**src/rtl/agbd_pkg.sv**
```systemverilog
// Anchor-grid box decoder: shared types, register indexes and the sigmoid
// table generator (evaluated at elaboration only).
// No dependencies.
package agbd_pkg;

  localparam int LogitW  = 16;
  localparam int StrideW = 7;
  localparam int AnchorW = 10;
  localparam int SigW    = 16;
  localparam int LabelW  = 7;
  localparam int CountW  = 8;
  localparam int PosW    = 20;
  localparam int SizeW   = 19;
  localparam int CfgIdxW = 4;
  localparam int CfgDatW = 16;
  localparam int NumAnchorRegs = 3;

  // configuration register indexes
  localparam logic [CfgIdxW-1:0] REG_THRESH = 4'd0;
  localparam logic [CfgIdxW-1:0] REG_STRIDE = 4'd1;
  localparam logic [CfgIdxW-1:0] REG_A0_W   = 4'd2;
  localparam logic [CfgIdxW-1:0] REG_A0_H   = 4'd3;
  localparam logic [CfgIdxW-1:0] REG_A1_W   = 4'd4;
  localparam logic [CfgIdxW-1:0] REG_A1_H   = 4'd5;
  localparam logic [CfgIdxW-1:0] REG_A2_W   = 4'd6;
  localparam logic [CfgIdxW-1:0] REG_A2_H   = 4'd7;

  localparam logic [63:0] ExpM1Q32 = 64'd1580030169;

  // which stored logit feeds the sigmoid lookup
  typedef enum logic [2:0] {
    SEL_X   = 3'd0,
    SEL_Y   = 3'd1,
    SEL_W   = 3'd2,
    SEL_H   = 3'd3,
    SEL_OBJ = 3'd4,
    SEL_CLS = 3'd5
  } sel_e;

  typedef struct packed {
    logic acc_en;
    sel_e sel;
    logic cap_po;
    logic cap_pc;
    logic cap_sx;
    logic cap_sy;
    logic cap_sw;
    logic cap_sh;
    logic do_conf;
    logic do_m1;
    logic do_m2;
    logic do_m3;
    logic load_out;
  } cmd_t;

  typedef struct packed {
    logic cell_go;   // last item of a cell with at least one class logit
    logic pass;      // both scores reach the threshold
    logic out_free;  // output register can take a new item
  } status_t;

  // restoring long division, elaboration use only
  function automatic logic [63:0] udiv64(input logic [63:0] num, input logic [63:0] den);
    logic [63:0] q;
    logic [64:0] r;
    q = '0;
    r = '0;
    for (int i = 63; i >= 0; i--) begin
      r = {r[63:0], num[i]};
      if (r >= {1'b0, den}) begin
        r = r - {1'b0, den};
        q[i] = 1'b1;
      end
    end
    return q;
  endfunction

  function automatic logic [63:0] exp_neg_q32(input logic [63:0] a16);
    logic [63:0] n;
    logic [63:0] f;
    logic [63:0] term;
    logic [63:0] e;
    logic signed [63:0] sum;
    n    = a16 >> 16;
    f    = a16 & 64'hFFFF;
    term = 64'd1 << 32;
    sum  = 64'sd1 <<< 32;
    for (int k = 1; k <= 12; k++) begin
      term = udiv64(term * f, 64'd65536 * 64'(k));
      if ((k % 2) == 1) sum = sum - $signed(term);
      else sum = sum + $signed(term);
    end
    e = $unsigned(sum);
    for (int i = 0; i < 20; i++) begin
      if (64'(i) < n) e = (e * ExpM1Q32 + (64'd1 << 31)) >> 32;
    end
    return e;
  endfunction

  // table entry k of a depth-entry sigmoid table over [-16,16)
  function automatic logic [SigW-1:0] sig_entry(input int k, input int depth);
    logic signed [63:0] x;
    logic [63:0] a;
    logic [63:0] e;
    logic [63:0] den;
    logic [63:0] s;
    logic [63:0] r;
    x   = -(64'sd1 <<< 20) + $signed(udiv64((64'(2 * k + 1)) << 20, 64'(depth)));
    a   = (x < 0) ? $unsigned(-x) : $unsigned(x);
    e   = exp_neg_q32(a);
    den = (64'd1 << 32) + e;
    s   = udiv64(e * 64'd65536 + (den >> 1), den);
    r   = 64'd65536 - s;
    if (x < 0) return s[SigW-1:0];
    return (r > 64'd65535) ? 16'hFFFF : r[SigW-1:0];
  endfunction

endpackage

```
**src/rtl/agbd_ctrl.sv**
```systemverilog
// Anchor-grid box decoder: sequencer for input acceptance and the per-cell tail
// (sigmoid lookups, threshold test, multiply steps, result hand-off). Uses agbd_pkg.
module agbd_ctrl import agbd_pkg::*; (
  input  logic    clk_i,
  input  logic    rst_ni,
  input  status_t status_i,
  output cmd_t    cmd_o
);

  typedef enum logic [10:0] {
    ST_ACC  = 11'b000_0000_0001,
    ST_LOBJ = 11'b000_0000_0010,
    ST_LCLS = 11'b000_0000_0100,
    ST_LX   = 11'b000_0000_1000,
    ST_LY   = 11'b000_0001_0000,
    ST_LW   = 11'b000_0010_0000,
    ST_LH   = 11'b000_0100_0000,
    ST_M1   = 11'b000_1000_0000,
    ST_M2   = 11'b001_0000_0000,
    ST_M3   = 11'b010_0000_0000,
    ST_FIN  = 11'b100_0000_0000
  } state_e;

  state_e state_q, state_d;

  always_comb begin
    state_d = state_q;
    cmd_o   = '0;
    cmd_o.sel = SEL_OBJ;
    case (state_q)
      ST_ACC: begin
        cmd_o.acc_en = 1'b1;
        if (status_i.cell_go) state_d = ST_LOBJ;
      end
      ST_LOBJ: begin
        cmd_o.sel = SEL_OBJ;
        state_d   = ST_LCLS;
      end
      ST_LCLS: begin
        cmd_o.sel    = SEL_CLS;
        cmd_o.cap_po = 1'b1;
        state_d      = ST_LX;
      end
      ST_LX: begin
        cmd_o.sel    = SEL_X;
        cmd_o.cap_pc = 1'b1;
        state_d      = ST_LY;
      end
      ST_LY: begin
        cmd_o.sel     = SEL_Y;
        cmd_o.cap_sx  = 1'b1;
        cmd_o.do_conf = 1'b1;
        state_d       = ST_LW;
      end
      ST_LW: begin
        cmd_o.sel    = SEL_W;
        cmd_o.cap_sy = 1'b1;
        state_d      = status_i.pass ? ST_LH : ST_ACC;
      end
      ST_LH: begin
        cmd_o.sel    = SEL_H;
        cmd_o.cap_sw = 1'b1;
        state_d      = ST_M1;
      end
      ST_M1: begin
        cmd_o.cap_sh = 1'b1;
        cmd_o.do_m1  = 1'b1;
        state_d      = ST_M2;
      end
      ST_M2: begin
        cmd_o.do_m2 = 1'b1;
        state_d     = ST_M3;
      end
      ST_M3: begin
        cmd_o.do_m3 = 1'b1;
        state_d     = ST_FIN;
      end
      ST_FIN: begin
        if (status_i.out_free) begin
          cmd_o.load_out = 1'b1;
          state_d        = ST_ACC;
        end
      end
      default: state_d = ST_ACC;
    endcase
  end

  always_ff @(posedge clk_i or negedge rst_ni) begin
    if (!rst_ni) begin
      state_q <= ST_ACC;
    end else begin
      state_q <= state_d;
    end
  end

  a_onehot: assert property (@(posedge clk_i) disable iff (!rst_ni) $onehot(state_q))
    else $error("controller state not one-hot");
  a_load_free: assert property (@(posedge clk_i) disable iff (!rst_ni)
    cmd_o.load_out |-> status_i.out_free)
    else $error("result loaded over a waiting item");

endmodule

```
**config.mk**
```make
export PLATFORM = sky130hd
export DESIGN_NAME = agbd_ctrl
export DESIGN_NICKNAME = d
export VERILOG_FILES = /design/src/rtl/agbd_pkg.sv /design/src/rtl/agbd_ctrl.sv
export SDC_FILE = /design/constraint.sdc
export NUM_CORES = 1
export LEC_CHECK = 0
export BUFFER_PORTS_ARGS = -buffer_cell sky130_fd_sc_hd__buf_2
export CORE_UTILIZATION = 44
export DETAILED_ROUTE_END_ITERATION = 10
export PLACE_DENSITY = 0.76
export SYNTH_ARGS = -nofsm -noshare
export SYNTH_HDL_FRONTEND = slang
export SYNTH_SLANG_ARGS = --single-unit
```
**constraint.sdc**
```tcl
create_clock -name clk_i -period 2.35 [get_ports clk_i]
set_input_delay 0.1175 -clock clk_i [delete_from_list [all_inputs] [get_ports clk_i]]
set_output_delay 0.1175 -clock clk_i [all_outputs]
set_load 0.02 [all_outputs]
```
# After elaboration in Yosys (flattened, before gate mapping)
# Index checks and enable logic that the tools add are counted.
# word_totals
reg_bits,11
inputBits,5
output_inout_bits,15
elab_cells,31
# op_classes
eq_ne,13
n_mux,16
n_reduce_logical,1
# op_table
op,count
case mux 11 bit (11 select lines),1
2-to-1 mux 11 bit,2
case mux 3 bit (5 select lines),1
equality test 11 x 1 -> 1 bit (second input constant),1
equality test 11 x 10 -> 1 bit (second input constant),1
equality test 11 bit (second input constant),1
equality test 11 x 2 -> 1 bit (second input constant),1
equality test 11 x 3 -> 1 bit (second input constant),1
equality test 11 x 4 -> 1 bit (second input constant),1
equality test 11 x 5 -> 1 bit (second input constant),1
equality test 11 x 6 -> 1 bit (second input constant),1
equality test 11 x 7 -> 1 bit (second input constant),1
equality test 11 x 8 -> 1 bit (second input constant),1
equality test 11 x 9 -> 1 bit (second input constant),1
2-to-1 mux 1 bit,11
2-to-1 mux 7 bit,1
inequality test 2 bit (second input constant),2
AND reduction 2 bit,1

# Longest topological paths before layout
# Gate-level depths: netlist of run 1.
# logic_depth
ltp_word,3
depth_mapped,5
depth_no_buf,4

# Least setup slack after synthesis of run 1
# OpenSTA, ideal clock, no wires.
# synth_path
kind,register to output
startpoint,reg state_q[8]
endpoint,out cmd_o[8] (netlist bit)
t_arrival_ns,2.241
required_time_ns,2.233
setup_slack_ns,-0.009
path_stages_with_launch,5
n_path_buf,1
path_cell_list,dfrtp_1 > nor3_1 > nand3_1 > nor4b_1 > buf_4
# synth_rtl
element,line,rtl
"start, declared",agbd_ctrl.sv:24,"state_e state_q, state_d;"
"start signal, assigned",agbd_ctrl.sv:92,state_q <= state_d;
"end, declared",agbd_ctrl.sv:7,output cmd_t cmd_o

==> results.txt, run 1 <==
- Counting I/O delays and the setup requirement, the final critical path takes 2.28 ns.
- Setup tns final: 0 ns
- In this run the number of H-tree levels came out at 1.
- Number of maximum-capacitance violations: 0
* Crit end category: output port
- Achievable frequency: 0.438 GHz
* Crit share post-route: 0.971
- After detailed routing, the average wire length per cell comes to 14.5 um.
- Antenna cell count: 0
* Hold/Removal Path Class: in2reg
- Clock tree synthesis selected as its root buffer the cell sky130_fd_sc_hd__clkbuf_4.
- Clock tree synthesis inserted a total of 3 buffers.
- Async set-or-reset flop fraction in the synthesized netlist: 1.00
- For the worst setup path, the data required time is 2.23 ns.
- Filler-free cell count of the finished design: 114
- Measured along the y axis, the die boundary spans ~42 um.
- Number of primary I/O pins: 20
- The later pin in the worst-skew pair is clocked with a latency of 0.27 ns.
* Largest reg by FF count: state_q
- Global-route wire length before repair: 2.66 mm
- Main flop type after synthesis: sky130_fd_sc_hd__dfrtp_1
- Of the total power, the share spent switching nets is 0.427.
- The average instance in the mapped netlist occupies 9.34 sq um.
- Cell leakage power: between 0.3 and 0.4 nW
* Part of the total power dissipated in sequential elements: 0.379
- Most common cell after layout, fill and taps aside: sky130_fd_sc_hd__buf_2
* Max reg flops: 11
- Kind of critical path: reg2out
* Nets: 104
- Gr ovfl total: 0
- Number of placed instances with taps included: roughly 110
* Total vias in the final route: 700
- Internal power comes to about 0.00042 W.
- STA puts the critical path data arrival time at roughly 2.2 ns.
- Number of detailed-route iterations in the first pass: 4
* Number of cell rows: 14
- After floorplanning, the core was sized to cover 1520 sq um.
- In this run the deepest clock path goes through 2 buffers.
- Fraction of final layout cells sized beyond drive strength 1: 0.327
* Clock transition at the registers of the reported paths: 0.08 ns
* Design area: 876 sq um
* Max Fanout on Critical Path: 11
- Synthesis produced a netlist whose cell count is 77.
* Final hold violations: 0
- Dividing the detail-routed via count by the number of cells gives a little over 6.
- Overall Global Routing Usage: 0.194
* Power density of the placed cells: 828 nW/um^2
- Count of cell types in the netlist: 34
- For this design the total switching power over the nets is 0.000309 W.
- TritonCTS built the clock tree.
- The cell area that synthesis handed to floorplanning was 719 sq um.
- Final Slew Violations: 0
- Proportion of power drawn by the clock network: 0.179
- Initial Utilization: 0.472
* Total half-perimeter wirelength after legalization and detailed placement: 1.16 mm
* Total wire length after detailed routing: 1.65 mm
* Status: finished clean
* Initial antenna violation count: 0
* Post-layout worst setup margin: 0.0681 ns
- Most used cells in the layout excluding fill and tap cells: 19 x sky130_fd_sc_hd__buf_2, 10 x sky130_fd_sc_hd__nor2_1, 10 x sky130_fd_sc_hd__dfrtp_1
- STA classifies the critical path startpoint as a flip-flop.
* Post-CTS setup buffers: 0
- Syn Nets: 82
- The floorplan step set the die width to between 40 and 50 um.
- Max VDD drop: 0.517 mV
- # clock sinks: 11
- Remaining design rule violation count: 0
* Tightest slew margin relative to the limit: 0.703
* Sequential-to-total area share from yosys stat: 0.384
- Overall die area: roughly 1800 sq um
- RSZ-0062 raised after global routing: false
* Gpl congestion: ~0.78
* Share of total power in combinational logic: 0.442
* Drt first-iter violations: 9
* Area post-placement: 833 sq um
- Area added between synthesis and finish: 21.7%
- Clock Skews: 0.00398 ns
* Flop and latch count out of synthesis: 11
* Post-detailed-route count of antenna-violating nets: 0
* Total of buffers placed on input and output ports: 19
- Biggest regs: state_q (11)
- At the pin with the least slew margin, the transition time is 0.442 ns.
* Synthesis Warnings: 0
- Minimum setup slack after placement: approximately 0.27 ns
* Count of flip-flops with a built-in enable after synthesis: 0
- Setup violations remaining at the end of the flow were counted as 0.
- Via count of the first global-routing pass: 611
- Entering global routing, the biggest net connects 12 pins.
synth_stat cells (2+ instances only):
cell type,n,area share
sky130_fd_sc_hd__and4_1,4,0.049
sky130_fd_sc_hd__nand3_1,2,0.014
sky130_fd_sc_hd__o32ai_1,2,0.024
sky130_fd_sc_hd__buf_4,2,0.021
sky130_fd_sc_hd__and2_1,2,0.017
sky130_fd_sc_hd__nand2_1,2,0.010
sky130_fd_sc_hd__nand2b_1,2,0.017
sky130_fd_sc_hd__o21a_1,2,0.021
sky130_fd_sc_hd__nor3_1,4,0.028
sky130_fd_sc_hd__nor2_1,10,0.052
sky130_fd_sc_hd__nor3b_1,2,0.021
sky130_fd_sc_hd__clkbuf_1,3,0.016
sky130_fd_sc_hd__dfrtp_1,10,0.35
sky130_fd_sc_hd__xnor2_1,3,0.037
sky130_fd_sc_hd__nor4b_1,8,0.097
worst paths after layout:
path	cells past startpoint	from	endpoint	slack [ns]
hold reg to reg	1	state_q[2]	state_q[4]	0.61
min in group asynchronous	2	rst_ni	state_q[9]	0.25
max in group asynchronous	2	rst_ni	state_q[0]	1.83
setup reg to reg	4	state_q[4]	state_q[1]	0.26
setup / recovery	4	state_q[4]	cmd_o[1]	0.07
hold / removal	2	status_i[1]	state_q[6]	0.08
worst max-delay path, stage by stage (launching register included):
cell                      delay, ns
sky130_fd_sc_hd__dfrtp_1       0.50
sky130_fd_sc_hd__or4_4         0.56
sky130_fd_sc_hd__or4b_4        0.56
sky130_fd_sc_hd__nor2_1        0.11
sky130_fd_sc_hd__buf_2         0.16
area by class of cell:
type                       instances  area [sq um]
tap                               16          20.0
multi-input combinational         59           420
fill                             131           648
inverter                           1          3.75
sequential                        11           277
clock buffer                       3          22.5
timing repair buffer              23           128
clock inverter                     1          5.00
power groups by stage:
stage	Combinational (W)	Sequential, W	Clock [W]
2_1_floorplan	0.000258	0.000249	0
3_3_place_gp	0.000305	0.000270	0
3_5_place_dp	0.000313	0.000272	0
4_1_cts	0.000318	0.000269	0.000132
5_1_grt	0.000352	0.000281	0.000139
6_report	0.000320	0.000275	0.000130
repair_timing:
action,in CTS,in global routing
hold buffers,1,0
gates resized for setup,0,1
setup endpoints to repair,0,4
hold endpoints to repair,11,0
metal layers:
layer	global-route usage	vias up	wire, um
li1	-	337	-
met1	0.247	342	781
met2	0.329	17	796
met3	0.0259	4	53
met4	0.0750	0	21
met5	0	-	0
metrics by stage:
step / utilization / hold slack (ns) / total power, W
global route: 0.575 / 0.0909 / 0.000772
detailed placement: 0.547 / 0.00450 / 0.000585
finish: 0.575 / 0.0807 / 0.000725
floorplan: - / -0.178 / 0.000507
CTS: 0.571 / 0.0822 / 0.000719
global placement: 0.547 / 0.00490 / 0.000575
kinds of logic (layout without fill, tap and decap cells):
kind of cell    Yosys count  in the layout  share of synthesized area
compound gates           10             10                      0.108
xor+xnor                  4              4                     0.0487
buf+inv                   7             28                     0.0469
flops                    11             11                      0.384
simple gates             45             45                      0.412
(Power assumes the default switching activity.)
==> run 2: changes to the inputs <==
--- a/config.mk
+++ b/config.mk
@@ -9,6 +9,8 @@
 export CORE_UTILIZATION = 44
 export DETAILED_ROUTE_END_ITERATION = 10
 export PLACE_DENSITY = 0.76
+export REMOVE_ABC_BUFFERS = 1
+export SLEW_MARGIN = 40
 export SYNTH_ARGS = -nofsm -noshare
 export SYNTH_HDL_FRONTEND = slang
 export SYNTH_SLANG_ARGS = --single-unit
==> run 2 against run 1 <==
  * Design area is the same
  * Largest power group unchanged
  * First-iteration DRC count rose by 22%
  * Global-route usage increased by 1.9 points
  * Clock power is 6% higher
  * Maximum frequency is 5.3% higher
  * Via count decreased by 1.3%
  * Largest cell class unchanged
==> results.txt, run 2 (same netlist as run 1, synthesis figures left out) <==
- The flow ran to the end, and the final reports show no timing, DRC or antenna violations.
- Slew at the pin closest to its max-slew limit: 0.412 ns
- Setup violations remaining at the end of the flow were counted as 0.
- Once layout is complete, the utilization of the core stands at 0.575.
- Global-route wire length before repair: 2.82 mm
* Max reg flops: 11
- After floorplanning, the core was divided into 14 placement rows.
- Entering global routing, the biggest net connects 12 pins.
* Initial antenna violation count: 0
* Kind of critical path: reg2out
- The cell sitting at the root of the clock tree is a sky130_fd_sc_hd__clkbuf_4.
- Maximum clock path buffer count: 2
- Of the cells placed in the final design, the portion with a size suffix greater than 1 is 0.313.
- Crit share post-route: 0.922
* Achievable frequency: 0.462 GHz
- Via-to-Cell Ratio: 6.01
- Worst min-delay path startpoint: status_i[1]
- RSZ-0062 raised after global routing: false
- In this run the standard cell core region covers around 1500 sq um.
* Launching element type of the critical path: flip-flop
- Once routing completed, OpenROAD measured the worst setup slack at 0.184 ns.
* Worst Reg2Reg Path Length in Cells: 4
* Hold/Removal Path Class: in2reg
* CTS tree: yes
- The clock net in this run drives a total of 11 sinks.
- The filler cells instantiated in the layout total 139.
- Total wire length after detailed routing: 1.67 mm
- The library cell used most frequently in the layout, excluding fill and tap cells, is sky130_fd_sc_hd__buf_2.
* Final hold violations: 0
* Gr ovfl total: 0
- Cell leakage power: 0.401 nW
- Overall Global Routing Usage: 0.213
- Nets: roughly 110
- Power density of the placed cells: 829 nW/um^2
* Die Wd: 42.4 um
* Post-CTS setup buffers: 0
* Post-detailed-route count of antenna-violating nets: 0
- Data on the critical path is required at its endpoint by 2.23 ns.
* Area added between synthesis and finish: 21.7%
* Via count of the first global-routing pass: 648
* Gpl congestion: ~0.8
- The library cells used most frequently in the layout, excluding fill and tap cells, are 19 x sky130_fd_sc_hd__buf_2, 10 x sky130_fd_sc_hd__nor2_1, 10 x sky130_fd_sc_hd__dfrtp_1.
- The worst setup path is captured at an output port.
- Clock insertion delay at the later pin of the skew report: 0.28 ns
* Largest reg by FF count: state_q
- The final route contains 691 vias.
- Overall die area: 1800 sq um
* Clock transition at the registers of the reported paths: 0.08 ns
* Max VDD drop: 0.424 mV
- After layout, the minimum clock period comes to 2.17 ns.
- Buffers inserted during clock tree synthesis total 3.
* Drt first-iter violations: 11
* Final Slew Violations: 0
* Antenna cell count: 0
* Routed len/inst: 14.6 um
- Tightest slew margin relative to the limit: 0.723
- In this run the vertical extent of the chip is 42.4 um.
- Total half-perimeter wirelength after legalization and detailed placement: 1.18 mm
- Max Fanout on Critical Path: 5
- Number of detailed-route iterations in the first pass: 4
* Remaining design rule violation count: 0
- Critical register-to-register path startpoint: state_q[6]
- 20 I/O pins were placed.
- In the final timing run, aggregate negative setup slack is 0 ns.
- The count of buffers added on input and output ports is 19.
- Biggest regs: state_q (11)
* Worst hold path stage count: 2
- For the worst setup path, the data arrival time is 2.05 ns.
- Across the run, the number of max-cap violations was 0.
* CP startpoint: state_q[6]
- Clock skew on the completed layout was measured at 0.00482 ns.
- Prior to clock tree synthesis, the placed netlist has a worst setup slack of 0.410 ns.
* Number of H-tree levels: 1
- Initial Utilization: 0.472
## run 2: where the power goes
group / internal, W / total, W / switching (W)
clock network: 0.0000659 / 0.000138 / 0.0000717
registers: 0.000221 / 0.000271 / 0.0000498
logic: 0.000132 / 0.000317 / 0.000185
total: 0.000419 / 0.000726 / 0.000307
## run 2: worst paths after layout
| kind | slack (ns) | end |
|---|---|---|
| max in group asynchronous | 1.83 | state_q[0] |
| min in group asynchronous | 0.24 | state_q[9] |
| max | 0.18 | cmd_o[1] |
| min | 0.07 | state_q[6] |
| min reg2reg | 0.60 | state_q[4] |
| max reg2reg | 0.41 | state_q[1] |
## run 2: cell type report
class / instances / area [sq um] / area share
clock buffers: 4 / 26.3 / 0.0300
multi-input cells: 59 / 414 / 0.473
repair buffers: 24 / 135 / 0.154
flip-flops and latches: 11 / 277 / 0.316
inverters: 1 / 3.75 / 0.00429
well taps: 16 / 20.0 / 0.0229
## run 2: layer usage
metal  vias up  GRT usage  routed length (um)
li1        338          -                   -
met3         5     0.0259                  74
met2        24      0.375                 779
met4         0      0.131                  48
met1       324      0.239                 772
met5         -          0                   0
## run 2: critical path, cell delays in order, from the launching register on
cell	delay, ns
sky130_fd_sc_hd__dfrtp_1	0.39
sky130_fd_sc_hd__or4_4	0.53
sky130_fd_sc_hd__or4b_4	0.56
sky130_fd_sc_hd__nor2_1	0.12
sky130_fd_sc_hd__buf_2	0.17
## run 2: per-stage QoR
step | std cells | total power, W | hold WS (ns) | instance area [sq um]
after global placement | 110 | 0.000580 | 0.00595 | 835
after detailed placement | 110 | 0.000584 | 0.00928 | 835
after CTS | 115 | 0.000723 | 0.0735 | 871
after global routing | 115 | 0.000776 | 0.0987 | 876
final | 115 | 0.000726 | 0.0707 | 876
after floorplan | 71 | 0.000500 | -0.178 | 689
## run 2: what timing repair did
item,in CTS,in global routing
hold buffers,1,0
endpoints found under the hold margin,11,0
resized for setup,0,1
endpoints found under the setup margin,0,2
